### src/hdl/kmd_pkg.sv
`timescale 1ns / 1ps

package kmd_pkg;

  // Storage and report sizing
  localparam int unsigned KEY_SLOTS        = 128;
  localparam int unsigned REPORT_KEYS      = 6;
  localparam int unsigned DEBOUNCE_SAMPLES = 8;

  localparam int unsigned KEY_AW  = $clog2(KEY_SLOTS);
  localparam int unsigned PTR_W   = $clog2(KEY_SLOTS + 1);
  localparam int unsigned SLOT_CW = $clog2(REPORT_KEYS + 1);
  localparam int unsigned HIST_W  = 8;
  localparam int unsigned CODE_W  = 8;
  localparam int unsigned IDX_W   = 9;

  typedef logic [KEY_AW-1:0]  addr_t;
  typedef logic [PTR_W-1:0]   ptr_t;
  typedef logic [SLOT_CW-1:0] slot_cnt_t;
  typedef logic [CODE_W-1:0]  code_t;
  typedef logic [HIST_W-1:0]  hist_t;
  typedef logic [IDX_W-1:0]   idx_t;

  localparam hist_t HELD_MASK = hist_t'((1 << DEBOUNCE_SAMPLES) - 1);

  // Keycodes with special meaning
  localparam code_t CODE_LSHIFT = 8'd225;
  localparam code_t CODE_RSHIFT = 8'd229;
  localparam code_t CODE_MOD_LO = 8'd224;
  localparam code_t CODE_MOD_HI = 8'd231;

  // Reset values of the configuration registers
  localparam logic [3:0] ROWS_RST  = 4'd8;
  localparam logic [4:0] COLS_RST  = 5'd16;
  localparam code_t      FNKEY_RST = 8'd1;

  typedef enum logic [1:0] {
    OP_SAMPLE = 2'd0,
    OP_BASE   = 2'd1,
    OP_SHIFT  = 2'd2,
    OP_FN     = 2'd3
  } op_e;

  typedef enum logic [1:0] {
    CFG_ROWS  = 2'd0,
    CFG_COLS  = 2'd1,
    CFG_FNKEY = 2'd2
  } cfg_idx_e;

  // Controller to datapath
  typedef struct packed {
    logic in_ready;
    logic clear_wr;
    logic sample_wr;
    logic walk_start;
    logic walk_restart;
    logic walk_run;
    logic pass2;
    logic load_out;
  } cmd_t;

  // Datapath to controller
  typedef struct packed {
    logic clear_done;
    logic in_valid;
    logic in_sample;
    logic item_end;
    logic pass_done;
    logic out_free;
  } sts_t;

endpackage

### src/hdl/kmd_if.sv
`timescale 1ns / 1ps

// Key sample / layer write channel
interface kmd_in_if;
  logic       valid;
  logic       ready;
  logic [1:0] op;
  logic [2:0] row;
  logic [3:0] col;
  logic       closed;
  logic       scan_end;
  logic [7:0] keycode;

  modport source (output valid, op, row, col, closed, scan_end, keycode, input ready);
  modport sink   (input valid, op, row, col, closed, scan_end, keycode, output ready);
endinterface

// HID report channel
interface kmd_out_if;
  logic       valid;
  logic       ready;
  logic [7:0] modifiers;
  logic [7:0] slot0;
  logic [7:0] slot1;
  logic [7:0] slot2;
  logic [7:0] slot3;
  logic [7:0] slot4;
  logic [7:0] slot5;
  logic       fn_active;
  logic       shift_active;

  modport source (output valid, modifiers, slot0, slot1, slot2, slot3, slot4, slot5,
                  fn_active, shift_active, input ready);
  modport sink   (input valid, modifiers, slot0, slot1, slot2, slot3, slot4, slot5,
                  fn_active, shift_active, output ready);
endinterface

// Configuration register write channel
interface kmd_cfg_if;
  logic       valid;
  logic       ready;
  logic [1:0] index;
  logic [7:0] data;

  modport source (output valid, index, data, input ready);
  modport sink   (input valid, index, data, output ready);
endinterface

### src/hdl/kmd_ram.sv
`timescale 1ns / 1ps

module kmd_ram #(
  parameter int unsigned WIDTH = 8,
  parameter int unsigned DEPTH = 128,
  localparam int unsigned AW   = $clog2(DEPTH)
) (
  input  logic             clk_i,
  input  logic             we_i,
  input  logic [AW-1:0]    waddr_i,
  input  logic [WIDTH-1:0] wdata_i,
  input  logic [AW-1:0]    raddr_i,
  output logic [WIDTH-1:0] rdata_o
);

  logic [WIDTH-1:0] mem_q [DEPTH];
  logic [WIDTH-1:0] rdata_q;

  always_ff @(posedge clk_i) begin
    if (we_i) begin
      mem_q[waddr_i] <= wdata_i;
    end
    rdata_q <= mem_q[raddr_i];
  end

  assign rdata_o = rdata_q;

endmodule

### src/hdl/kmd_ctrl.sv
`timescale 1ns / 1ps

module kmd_ctrl (
  input  logic          clk_i,
  input  logic          rst_ni,
  input  kmd_pkg::sts_t sts_i,
  output kmd_pkg::cmd_t cmd_o
);

  typedef enum logic [5:0] {
    ST_CLEAR  = 6'b000001,
    ST_IDLE   = 6'b000010,
    ST_SAMPLE = 6'b000100,
    ST_FLAGS  = 6'b001000,
    ST_MAP    = 6'b010000,
    ST_EMIT   = 6'b100000
  } state_e;

  state_e state_q, state_d;

  // Next state and commands
  always_comb begin
    state_d = state_q;
    cmd_o   = '0;
    case (state_q)
      ST_CLEAR: begin
        cmd_o.clear_wr = 1'b1;
        if (sts_i.clear_done) begin
          state_d = ST_IDLE;
        end
      end
      ST_IDLE: begin
        cmd_o.in_ready = 1'b1;
        if (sts_i.in_valid && sts_i.in_sample) begin
          state_d = ST_SAMPLE;
        end
      end
      ST_SAMPLE: begin
        cmd_o.sample_wr = 1'b1;
        if (sts_i.item_end) begin
          cmd_o.walk_start = 1'b1;
          state_d          = ST_FLAGS;
        end else begin
          state_d = ST_IDLE;
        end
      end
      ST_FLAGS: begin
        cmd_o.walk_run = 1'b1;
        if (sts_i.pass_done) begin
          cmd_o.walk_restart = 1'b1;
          state_d            = ST_MAP;
        end
      end
      ST_MAP: begin
        cmd_o.walk_run = 1'b1;
        cmd_o.pass2    = 1'b1;
        if (sts_i.pass_done) begin
          state_d = ST_EMIT;
        end
      end
      ST_EMIT: begin
        if (sts_i.out_free) begin
          cmd_o.load_out = 1'b1;
          state_d        = ST_IDLE;
        end
      end
      default: begin
        state_d = ST_IDLE;
      end
    endcase
  end

  always_ff @(posedge clk_i or negedge rst_ni) begin
    if (!rst_ni) begin
      state_q <= ST_CLEAR;
    end else begin
      state_q <= state_d;
    end
  end

endmodule

### src/hdl/kmd_dp.sv
`timescale 1ns / 1ps

module kmd_dp (
  input  logic          clk_i,
  input  logic          rst_ni,
  kmd_cfg_if.sink       cfg_i,
  kmd_in_if.sink        in_i,
  kmd_out_if.source     out_o,
  input  kmd_pkg::cmd_t cmd_i,
  output kmd_pkg::sts_t sts_o
);

  // Configuration registers
  logic [3:0]     rows_q;
  logic [4:0]     cols_q;
  kmd_pkg::code_t fnkey_q;

  assign cfg_i.ready = 1'b1;

  always_ff @(posedge clk_i or negedge rst_ni) begin
    if (!rst_ni) begin
      rows_q  <= kmd_pkg::ROWS_RST;
      cols_q  <= kmd_pkg::COLS_RST;
      fnkey_q <= kmd_pkg::FNKEY_RST;
    end else if (cfg_i.valid) begin
      case (cfg_i.index)
        kmd_pkg::CFG_ROWS:  rows_q  <= cfg_i.data[3:0];
        kmd_pkg::CFG_COLS:  cols_q  <= cfg_i.data[4:0];
        kmd_pkg::CFG_FNKEY: fnkey_q <= cfg_i.data;
        default: ;
      endcase
    end
  end

  // Input key index and range check
  logic [7:0]      in_prod;
  kmd_pkg::idx_t   in_idx;
  kmd_pkg::addr_t  in_addr;
  logic            in_ok;
  logic            in_acc;
  logic            in_sample;
  logic            lay_we;

  assign in_prod   = 8'(in_i.row * cols_q);
  assign in_idx    = kmd_pkg::idx_t'(in_prod) + kmd_pkg::idx_t'(in_i.col);
  assign in_addr   = in_idx[kmd_pkg::KEY_AW-1:0];
  assign in_ok     = (4'(in_i.row) < rows_q) && (5'(in_i.col) < cols_q) &&
                     (in_idx < kmd_pkg::idx_t'(kmd_pkg::KEY_SLOTS));
  assign in_sample = (in_i.op == kmd_pkg::OP_SAMPLE);
  assign in_i.ready = cmd_i.in_ready;
  assign in_acc    = in_i.valid && cmd_i.in_ready;
  assign lay_we    = in_acc && in_ok && !in_sample;

  // Captured sample transaction
  kmd_pkg::addr_t item_addr_q;
  logic           item_ok_q;
  logic           item_closed_q;
  logic           item_end_q;

  always_ff @(posedge clk_i) begin
    if (in_acc) begin
      item_addr_q   <= in_addr;
      item_ok_q     <= in_ok;
      item_closed_q <= in_i.closed;
      item_end_q    <= in_i.scan_end;
    end
  end

  // Walk pointer, shared with the clearing pass
  logic [8:0]      lim_prod;
  kmd_pkg::ptr_t   limit_d, limit_q;
  kmd_pkg::ptr_t   ptr_q;
  kmd_pkg::addr_t  walk_addr;
  logic            issue;
  logic            rd_vld_q;

  assign lim_prod  = 9'(rows_q * cols_q);
  assign limit_d   = (lim_prod > 9'(kmd_pkg::KEY_SLOTS)) ?
                     kmd_pkg::ptr_t'(kmd_pkg::KEY_SLOTS) : kmd_pkg::ptr_t'(lim_prod);
  assign walk_addr = ptr_q[kmd_pkg::KEY_AW-1:0];
  assign issue     = cmd_i.walk_run && (ptr_q < limit_q);

  always_ff @(posedge clk_i or negedge rst_ni) begin
    if (!rst_ni) begin
      ptr_q    <= '0;
      rd_vld_q <= 1'b0;
    end else begin
      if (cmd_i.walk_start || cmd_i.walk_restart) begin
        ptr_q    <= '0;
        rd_vld_q <= 1'b0;
      end else begin
        if (cmd_i.clear_wr || issue) begin
          ptr_q <= ptr_q + kmd_pkg::ptr_t'(1);
        end
        rd_vld_q <= issue;
      end
    end
  end

  always_ff @(posedge clk_i) begin
    if (cmd_i.walk_start) begin
      limit_q <= limit_d;
    end
  end

  // Key state memories
  kmd_pkg::hist_t hist_rd, base_rd, shift_rd, fn_rd;
  kmd_pkg::hist_t hist_wdata;
  kmd_pkg::code_t lay_wdata;
  kmd_pkg::addr_t hist_waddr, hist_raddr, lay_waddr;
  logic           hist_we;

  assign hist_we    = cmd_i.clear_wr || (cmd_i.sample_wr && item_ok_q);
  assign hist_waddr = cmd_i.clear_wr ? walk_addr : item_addr_q;
  assign hist_wdata = cmd_i.clear_wr ? '0 : {hist_rd[kmd_pkg::HIST_W-2:0], item_closed_q};
  assign hist_raddr = cmd_i.in_ready ? in_addr : walk_addr;
  assign lay_waddr  = cmd_i.clear_wr ? walk_addr : in_addr;
  assign lay_wdata  = cmd_i.clear_wr ? '0 : in_i.keycode;

  kmd_ram #(.WIDTH(kmd_pkg::HIST_W), .DEPTH(kmd_pkg::KEY_SLOTS)) u_hist (
    .clk_i   (clk_i),
    .we_i    (hist_we),
    .waddr_i (hist_waddr),
    .wdata_i (hist_wdata),
    .raddr_i (hist_raddr),
    .rdata_o (hist_rd)
  );

  kmd_ram #(.WIDTH(kmd_pkg::CODE_W), .DEPTH(kmd_pkg::KEY_SLOTS)) u_base (
    .clk_i   (clk_i),
    .we_i    (cmd_i.clear_wr || (lay_we && in_i.op == kmd_pkg::OP_BASE)),
    .waddr_i (lay_waddr),
    .wdata_i (lay_wdata),
    .raddr_i (walk_addr),
    .rdata_o (base_rd)
  );

  kmd_ram #(.WIDTH(kmd_pkg::CODE_W), .DEPTH(kmd_pkg::KEY_SLOTS)) u_shift (
    .clk_i   (clk_i),
    .we_i    (cmd_i.clear_wr || (lay_we && in_i.op == kmd_pkg::OP_SHIFT)),
    .waddr_i (lay_waddr),
    .wdata_i (lay_wdata),
    .raddr_i (walk_addr),
    .rdata_o (shift_rd)
  );

  kmd_ram #(.WIDTH(kmd_pkg::CODE_W), .DEPTH(kmd_pkg::KEY_SLOTS)) u_fn (
    .clk_i   (clk_i),
    .we_i    (cmd_i.clear_wr || (lay_we && in_i.op == kmd_pkg::OP_FN)),
    .waddr_i (lay_waddr),
    .wdata_i (lay_wdata),
    .raddr_i (walk_addr),
    .rdata_o (fn_rd)
  );

  // Per-key decode of the walk data
  logic           held;
  logic           base_is_fn, base_is_shift;
  kmd_pkg::code_t code;
  logic           code_skip, code_mod;

  assign held          = (hist_rd & kmd_pkg::HELD_MASK) == kmd_pkg::HELD_MASK;
  assign base_is_fn    = (fnkey_q != '0) && (base_rd == fnkey_q);
  assign base_is_shift = (base_rd == kmd_pkg::CODE_LSHIFT) ||
                         (base_rd == kmd_pkg::CODE_RSHIFT);

  logic fn_q, sh_q;

  always_comb begin
    if (fn_q) begin
      code = fn_rd;
    end else if (sh_q) begin
      code = (shift_rd != '0) ? shift_rd : base_rd;
    end else begin
      code = base_rd;
    end
  end

  assign code_skip = (code == '0) || ((fnkey_q != '0) && (code == fnkey_q));
  assign code_mod  = (code >= kmd_pkg::CODE_MOD_LO) && (code <= kmd_pkg::CODE_MOD_HI);

  // Report accumulation
  logic [7:0]         mods_q;
  kmd_pkg::slot_cnt_t used_q;
  kmd_pkg::code_t     slots_q [kmd_pkg::REPORT_KEYS];
  logic               acc_vld;

  assign acc_vld = cmd_i.walk_run && rd_vld_q && held;

  always_ff @(posedge clk_i or negedge rst_ni) begin
    if (!rst_ni) begin
      fn_q   <= 1'b0;
      sh_q   <= 1'b0;
      mods_q <= '0;
      used_q <= '0;
    end else if (cmd_i.walk_start) begin
      fn_q   <= 1'b0;
      sh_q   <= 1'b0;
      mods_q <= '0;
      used_q <= '0;
    end else if (acc_vld && !cmd_i.pass2) begin
      if (base_is_fn) begin
        fn_q <= 1'b1;
      end else if (base_is_shift) begin
        sh_q <= 1'b1;
      end
    end else if (acc_vld && !code_skip) begin
      if (code_mod) begin
        mods_q[code[2:0]] <= 1'b1;
      end else if (used_q < kmd_pkg::slot_cnt_t'(kmd_pkg::REPORT_KEYS)) begin
        used_q <= used_q + kmd_pkg::slot_cnt_t'(1);
      end
    end
  end

  // Slot fill at the current count
  always_ff @(posedge clk_i) begin
    for (int k = 0; k < kmd_pkg::REPORT_KEYS; k++) begin
      if (cmd_i.walk_start) begin
        slots_q[k] <= '0;
      end else if (acc_vld && cmd_i.pass2 && !code_skip && !code_mod &&
                   used_q == kmd_pkg::slot_cnt_t'(k)) begin
        slots_q[k] <= code;
      end
    end
  end

  // Six report slots, unused ones read zero
  kmd_pkg::code_t slot_w [6];

  for (genvar g = 0; g < 6; g++) begin : g_slot
    if (g < kmd_pkg::REPORT_KEYS) begin : g_used
      assign slot_w[g] = slots_q[g];
    end else begin : g_zero
      assign slot_w[g] = '0;
    end
  end

  // Output register
  logic           out_vld_q;
  logic [7:0]     res_mods_q;
  kmd_pkg::code_t res_slot_q [6];
  logic           res_fn_q, res_sh_q;

  always_ff @(posedge clk_i or negedge rst_ni) begin
    if (!rst_ni) begin
      out_vld_q <= 1'b0;
    end else if (cmd_i.load_out) begin
      out_vld_q <= 1'b1;
    end else if (out_o.ready) begin
      out_vld_q <= 1'b0;
    end
  end

  always_ff @(posedge clk_i) begin
    if (cmd_i.load_out) begin
      res_mods_q <= mods_q;
      res_fn_q   <= fn_q;
      res_sh_q   <= sh_q;
      for (int k = 0; k < 6; k++) begin
        res_slot_q[k] <= slot_w[k];
      end
    end
  end

  assign out_o.valid        = out_vld_q;
  assign out_o.modifiers    = res_mods_q;
  assign out_o.slot0        = res_slot_q[0];
  assign out_o.slot1        = res_slot_q[1];
  assign out_o.slot2        = res_slot_q[2];
  assign out_o.slot3        = res_slot_q[3];
  assign out_o.slot4        = res_slot_q[4];
  assign out_o.slot5        = res_slot_q[5];
  assign out_o.fn_active    = res_fn_q;
  assign out_o.shift_active = res_sh_q;

  // Status back to the controller
  assign sts_o.clear_done = (ptr_q == kmd_pkg::ptr_t'(kmd_pkg::KEY_SLOTS - 1));
  assign sts_o.in_valid   = in_i.valid;
  assign sts_o.in_sample  = in_sample;
  assign sts_o.item_end   = item_end_q;
  assign sts_o.pass_done  = !issue && !rd_vld_q;
  assign sts_o.out_free   = !out_vld_q || out_o.ready;

`ifndef SYNTHESIS
  // Slot count never runs past the report size
  a_used_bound: assert property (@(posedge clk_i) disable iff (!rst_ni)
    used_q <= kmd_pkg::slot_cnt_t'(kmd_pkg::REPORT_KEYS))
    else $error("slot count past report size");

  // A report is never loaded over one still waiting
  a_load_free: assert property (@(posedge clk_i) disable iff (!rst_ni)
    cmd_i.load_out |-> (!out_vld_q || out_o.ready))
    else $error("report overwritten before delivery");

  // Walk pointer stays inside the scanned range
  a_ptr_bound: assert property (@(posedge clk_i) disable iff (!rst_ni)
    cmd_i.walk_run && !cmd_i.walk_restart |=> ptr_q <= limit_q)
    else $error("walk pointer past limit");

  // Walk read data only follows an issued address
  a_rd_vld: assert property (@(posedge clk_i) disable iff (!rst_ni)
    rd_vld_q |-> $past(cmd_i.walk_run))
    else $error("walk data without read");
`endif

endmodule

### src/hdl/key_matrix_debounce_hid_report_core.sv
`timescale 1ns / 1ps
// Layer write: taken while idle; the core stays idle. Key sample without scan end:
// history read, then write back through the history RAM port.
// Scan end: the history write back, then two walks over L keys, one key per cycle,
// L = min(rows * columns, 128); the report is then loaded once the output is free.
// Reset: registers take their reset values, then a clearing pass zeroes all 128
// key RAM slots; all input transactions are held off, configuration writes are taken.

module key_matrix_debounce_hid_report_core (
  input  logic      clk_i,
  input  logic      rst_ni,
  kmd_cfg_if.sink   cfg_i,
  kmd_in_if.sink    in_i,
  kmd_out_if.source out_o
);

  kmd_pkg::cmd_t cmd;
  kmd_pkg::sts_t sts;

  kmd_ctrl u_ctrl (
    .clk_i  (clk_i),
    .rst_ni (rst_ni),
    .sts_i  (sts),
    .cmd_o  (cmd)
  );

  kmd_dp u_dp (
    .clk_i  (clk_i),
    .rst_ni (rst_ni),
    .cfg_i  (cfg_i),
    .in_i   (in_i),
    .out_o  (out_o),
    .cmd_i  (cmd),
    .sts_o  (sts)
  );

endmodule
### src/flat_wrapper.sv
// flat-port wrapper written by rule: the top's interface ports become plain ports
module key_matrix_debounce_hid_report_core_flat 
  (clk_i, rst_ni, cfg_i_valid, cfg_i_index, cfg_i_data, cfg_i_ready, in_i_valid, in_i_op, in_i_row, in_i_col, in_i_closed, in_i_scan_end, in_i_keycode, in_i_ready, out_o_valid, out_o_modifiers, out_o_slot0, out_o_slot1, out_o_slot2, out_o_slot3, out_o_slot4, out_o_slot5, out_o_fn_active, out_o_shift_active, out_o_ready);
  kmd_cfg_if cfg_i_i ();
  kmd_in_if in_i_i ();
  kmd_out_if out_o_i ();
  input  logic clk_i;
  input  logic rst_ni;
  input wire logic [$bits(cfg_i_i.valid)-1:0] cfg_i_valid;
  input wire logic [$bits(cfg_i_i.index)-1:0] cfg_i_index;
  input wire logic [$bits(cfg_i_i.data)-1:0] cfg_i_data;
  output wire logic [$bits(cfg_i_i.ready)-1:0] cfg_i_ready;
  input wire logic [$bits(in_i_i.valid)-1:0] in_i_valid;
  input wire logic [$bits(in_i_i.op)-1:0] in_i_op;
  input wire logic [$bits(in_i_i.row)-1:0] in_i_row;
  input wire logic [$bits(in_i_i.col)-1:0] in_i_col;
  input wire logic [$bits(in_i_i.closed)-1:0] in_i_closed;
  input wire logic [$bits(in_i_i.scan_end)-1:0] in_i_scan_end;
  input wire logic [$bits(in_i_i.keycode)-1:0] in_i_keycode;
  output wire logic [$bits(in_i_i.ready)-1:0] in_i_ready;
  output wire logic [$bits(out_o_i.valid)-1:0] out_o_valid;
  output wire logic [$bits(out_o_i.modifiers)-1:0] out_o_modifiers;
  output wire logic [$bits(out_o_i.slot0)-1:0] out_o_slot0;
  output wire logic [$bits(out_o_i.slot1)-1:0] out_o_slot1;
  output wire logic [$bits(out_o_i.slot2)-1:0] out_o_slot2;
  output wire logic [$bits(out_o_i.slot3)-1:0] out_o_slot3;
  output wire logic [$bits(out_o_i.slot4)-1:0] out_o_slot4;
  output wire logic [$bits(out_o_i.slot5)-1:0] out_o_slot5;
  output wire logic [$bits(out_o_i.fn_active)-1:0] out_o_fn_active;
  output wire logic [$bits(out_o_i.shift_active)-1:0] out_o_shift_active;
  input wire logic [$bits(out_o_i.ready)-1:0] out_o_ready;
  assign cfg_i_i.valid = cfg_i_valid;
  assign cfg_i_i.index = cfg_i_index;
  assign cfg_i_i.data = cfg_i_data;
  assign cfg_i_ready = cfg_i_i.ready;
  assign in_i_i.valid = in_i_valid;
  assign in_i_i.op = in_i_op;
  assign in_i_i.row = in_i_row;
  assign in_i_i.col = in_i_col;
  assign in_i_i.closed = in_i_closed;
  assign in_i_i.scan_end = in_i_scan_end;
  assign in_i_i.keycode = in_i_keycode;
  assign in_i_ready = in_i_i.ready;
  assign out_o_valid = out_o_i.valid;
  assign out_o_modifiers = out_o_i.modifiers;
  assign out_o_slot0 = out_o_i.slot0;
  assign out_o_slot1 = out_o_i.slot1;
  assign out_o_slot2 = out_o_i.slot2;
  assign out_o_slot3 = out_o_i.slot3;
  assign out_o_slot4 = out_o_i.slot4;
  assign out_o_slot5 = out_o_i.slot5;
  assign out_o_fn_active = out_o_i.fn_active;
  assign out_o_shift_active = out_o_i.shift_active;
  assign out_o_i.ready = out_o_ready;
  key_matrix_debounce_hid_report_core u_core (.clk_i(clk_i), .rst_ni(rst_ni), .cfg_i(cfg_i_i), .in_i(in_i_i), .out_o(out_o_i));
endmodule
### config.mk
export PLATFORM = sky130hd
export DESIGN_NAME = key_matrix_debounce_hid_report_core_flat
export DESIGN_NICKNAME = d
export VERILOG_FILES = /design/src/hdl/kmd_pkg.sv /design/src/hdl/kmd_if.sv /design/src/hdl/kmd_ram.sv /design/src/hdl/kmd_ctrl.sv /design/src/hdl/kmd_dp.sv /design/src/hdl/key_matrix_debounce_hid_report_core.sv /design/src/flat_wrapper.sv
export SDC_FILE = /design/constraint.sdc
export NUM_CORES = 2
export LEC_CHECK = 0
export BUFFER_PORTS_ARGS = -buffer_cell sky130_fd_sc_hd__buf_2
export CELL_PAD_IN_SITES_DETAIL_PLACEMENT = 0
export CELL_PAD_IN_SITES_GLOBAL_PLACEMENT = 1
export CORE_MARGIN = 4
export CORE_UTILIZATION = 30
export DETAILED_ROUTE_END_ITERATION = 16
export PLACE_DENSITY = 0.55
export SYNTH_ARGS = -nofsm -noshare
export SYNTH_HDL_FRONTEND = slang
export SYNTH_MEMORY_MAX_BITS = 65536
export SYNTH_SLANG_ARGS = --single-unit
### constraint.sdc
create_clock -name clk_i -period 11.6 [get_ports clk_i]
set_input_delay 1.16 -clock clk_i [delete_from_list [all_inputs] [get_ports clk_i]]
set_output_delay 1.16 -clock clk_i [all_outputs]
set_load 0.005 [all_outputs]
==> results_dict.tcl <==
set metrics [dict create \
    status "finished with violations" \
    violations "capacitance limit, slew limit" \
    die-width_um 758 \
    cts-root-buf "clkbuf_16" \
    cts_tree "built" \
    port_buffers 93 \
    placed_cells 15823 \
    slowest_stage "a2111oi_0" \
    worstPathCellList "nand2_1 > fa_1 > inv_1 > fa_1 > inv_1 > fa_1 > inv_1 > nand3_1 > nand2_2 > buf_4 > nand2_2 > buf_4 > o22ai_1 > nor4_1 > a2111oi_0 > a211oi_1 > o2111ai_1" \
    dp_hpwl_um 292000 \
    startpoint "u_core.u_dp.cols_q[2]" \
    route.detailed.drc 0 \
    synth.distinct_cells 87 \
    start_util_pct 30.1 \
    synth_top_cell_by_area "edfxtp_1" \
    grtUsageTotal_pct 16.4 \
    worstMarginPinSlew_ns 1.54 \
    dieArea_um2 574000 \
    cp.arrival_ns 7.55 \
    vdd_drop_max_v 0.000209 \
    synth_top_area_share_pct 75.1 \
    cts_inserted_buffers 449 \
    placed_cell_area_um2 178000 \
    synth_area_um2 169000 \
    syn_to_final_growth_pct 14.2 \
    wire_per_inst_um 29.0 \
    ctsResizeCount 0 \
    place_congestion 0.839 \
    synth-compound-area-share_pct 2.38 \
    worst-path-max-fanout 24 \
    synth_top_family_by_area "multiplexers" \
    synth_common_cells "edfxtp_1, mux4_2, nand2_1, nor2_1, clkbuf_1" \
    synth_fa_ha_area_share_pct 0.469 \
    r2r_slack_ns 4.96 \
    path_clk_slew_ns 0.06 \
    clk_latency_ns 1.02 \
    vias 85620 \
    final_cell_area_um2 193000 \
    clock_path_buffers 4 \
    synth-main-ff-cell "edfxtp_1" \
    max_stage_delay_ns 0.90 \
    first_global_vias 86534 \
    hp-class "in2async" \
    rsz0062_at_grt "no" \
    avgSynthCellArea_um2 19.7 \
    ios 95 \
    cts_setup_buffers 0 \
    yosysWarningCount 0 \
    coreArea_um2 561000 \
    first_pass_iters 8 \
    ff2ff_path_depth 17 \
    fin_cells 16654 \
    p_leak_nw 58.5 \
    final_max_slew_viol_count 6 \
    ys_seq_area_share_pct 76.2 \
    period_needed_ns 6.64 \
    period_share_pct 57.2 \
    tns_ns 0 \
    crit_path_end_kind "flip-flop" \
    routed_wl_um 484000 \
    clock-sinks 4298 \
    ant_nets 0 \
    hold_viol_final 0 \
    synth-simple-area-share_pct 4.67 \
    cp-start-kind "flip-flop" \
    postCtsHoldBufs 0 \
    r2r-start "u_core.u_dp.cols_q[2]" \
    synth-async-reset-ratio_pct 1.07 \
    power_per_cell_area_nw_per_um2 224 \
    antenna_found_initial 24 \
    finalPower_w 0.0431 \
    required_ns 12.51 \
    rows 275 \
    synthesis.nets 8662 \
    synth_xor_area_share_pct 0.151 \
    finClkSkew_ns 0.133 \
    grt_max_degree 157 \
    postLayoutCoreUtil_pct 34.3 \
    synth-edff-count 4220 \
    synth-seq-cells 4298 \
    die_h_um 758 \
    finalSetupViolCount 0 \
    yosysMostFrequentCell "edfxtp_1" \
    slew-limit-headroom_pct -3.17 \
    yosys-top-cells-area "edfxtp_1, mux4_2, nand2_1" \
    synthCells 8572 \
    worstSetupPathType "reg2reg" \
    synth_mux_area_share_pct 14.7 \
    htreeDepth 5 \
    drtIter0Drc 9275 \
    n_fill_cell 52123 \
    avgViaCountPerCell 5.14 \
    grt_overflow_total 0 \
    max_freq_mhz 151 \
    final_net_count 8885 \
    drv_cap 1 \
    drive_gt1_share_pct 22.5 \
    grt_pass1_wl_um 683000 \
]
-- layout make-up --
type,count,area (um2),share of cell area [%]
sequential,4298,129000,66.8
multi-input combinational,3726,38000,19.7
clock buffer,556,11900,6.17
tap,7479,9360,4.86
clock inverter,271,2530,1.32
timing repair buffer,266,2010,1.05
inverter,54,203,0.105
antenna,4,10.0,0.00520
-- cells by family (layout without fill, tap and decap cells) --
family | after synthesis | in the layout
XOR/XNOR | 29 | 29
buffers and inverters | 548 | 1147
AO/OA/AOI/OAI | 582 | 582
AND/OR/NAND/NOR | 1845 | 1845
multiplexers | 1213 | 1213
flip-flops | 4298 | 4298
adder cells (fa/ha/maj) | 56 | 56
other | 1 | 5
-- registers in the layout, indices dropped and copies added (netlist names), 4 cells and up --
signal,cells
u_core.u_dp.limit_q,8
u_core.u_dp.u_hist.rdata_o,8
u_core.u_dp.rows_q,4
u_core.u_dp.u_hist.mem_q,1024
u_core.u_dp.item_addr_q,7
u_core.u_dp.u_fn.rdata_o,8
u_core.u_dp.u_base.mem_q,1024
u_core.u_ctrl.state_q,6
u_core.u_dp.u_fn.mem_q,1024
u_core.u_dp.res_slot_q,48
u_core.u_dp.out_o.modifiers,8
u_core.u_dp.slots_q,48
u_core.u_dp.u_shift.mem_q,1024
u_core.u_dp.fnkey_q,8
u_core.u_dp.ptr_q,8
u_core.u_dp.u_base.rdata_o,8
u_core.u_dp.mods_q,8
u_core.u_dp.u_shift.rdata_o,8
u_core.u_dp.cols_q,5
-- worst max-delay path: cells and delay by family, from the launching register on --
family                     cells  cell delay, ns
AOI/OAI and AO/OA              4            1.77
adders and majority gates      3            1.78
buffers and inverters          5            1.12
DFF                            1            0.52
and+or+nand+nor                5            1.31
-- where the power goes --
group	total [W]	switching [W]	internal [W]
clock network	0.0141	0.00609	0.00804
logic	0.0110	0.00752	0.00353
registers	0.0179	0.000157	0.0177
total	0.0431	0.0138	0.0293
-- metrics by stage --
stage               hold WS (ns)  worst slack [ns]
finish                     0.302              4.96
global placement           0.407              4.26
global route               0.274              4.74
CTS                        0.236              4.94
detailed placement         0.405              4.24
floorplan                  0.400              3.65
-- worst paths after layout --
kind	to
hold reg to reg	u_core.u_dp.res_slot_q[4][1]
max in group asynchronous	u_core.u_dp.ptr_q[5]
setup / recovery	u_core.u_dp.u_hist.rdata_o[7]
setup reg to reg	u_core.u_dp.u_hist.rdata_o[7]
min in group clk_i	u_core.u_dp.res_slot_q[4][1]
hold / removal	u_core.u_dp.mods_q[0]
-- cells in the final DEF (no fill, tap or decap), drive strengths merged, types with 66 or more instances in the layout --
cell type / Yosys / layout
nand2: 728 / 728
a21oi: 132 / 132
inv: 53 / 66
clkbuf: 279 / 556
buf: 215 / 266
and3: 72 / 72
o21ai: 96 / 96
nor2: 659 / 659
edfxtp: 4220 / 4220
mux2: 68 / 68
clkinv: 1 / 208
mux2i: 138 / 138
nand3: 200 / 200
mux4: 1007 / 1007
-- per-layer routing --
metal	vias up	track usage, %	part of all wire, %
met5	-	0	0
li1	35313	-	-
met4	0	4.21	2.8
met2	3417	27.1	48
met1	46202	23.0	43
met3	688	2.34	6.1
(Power assumes the default switching activity.)
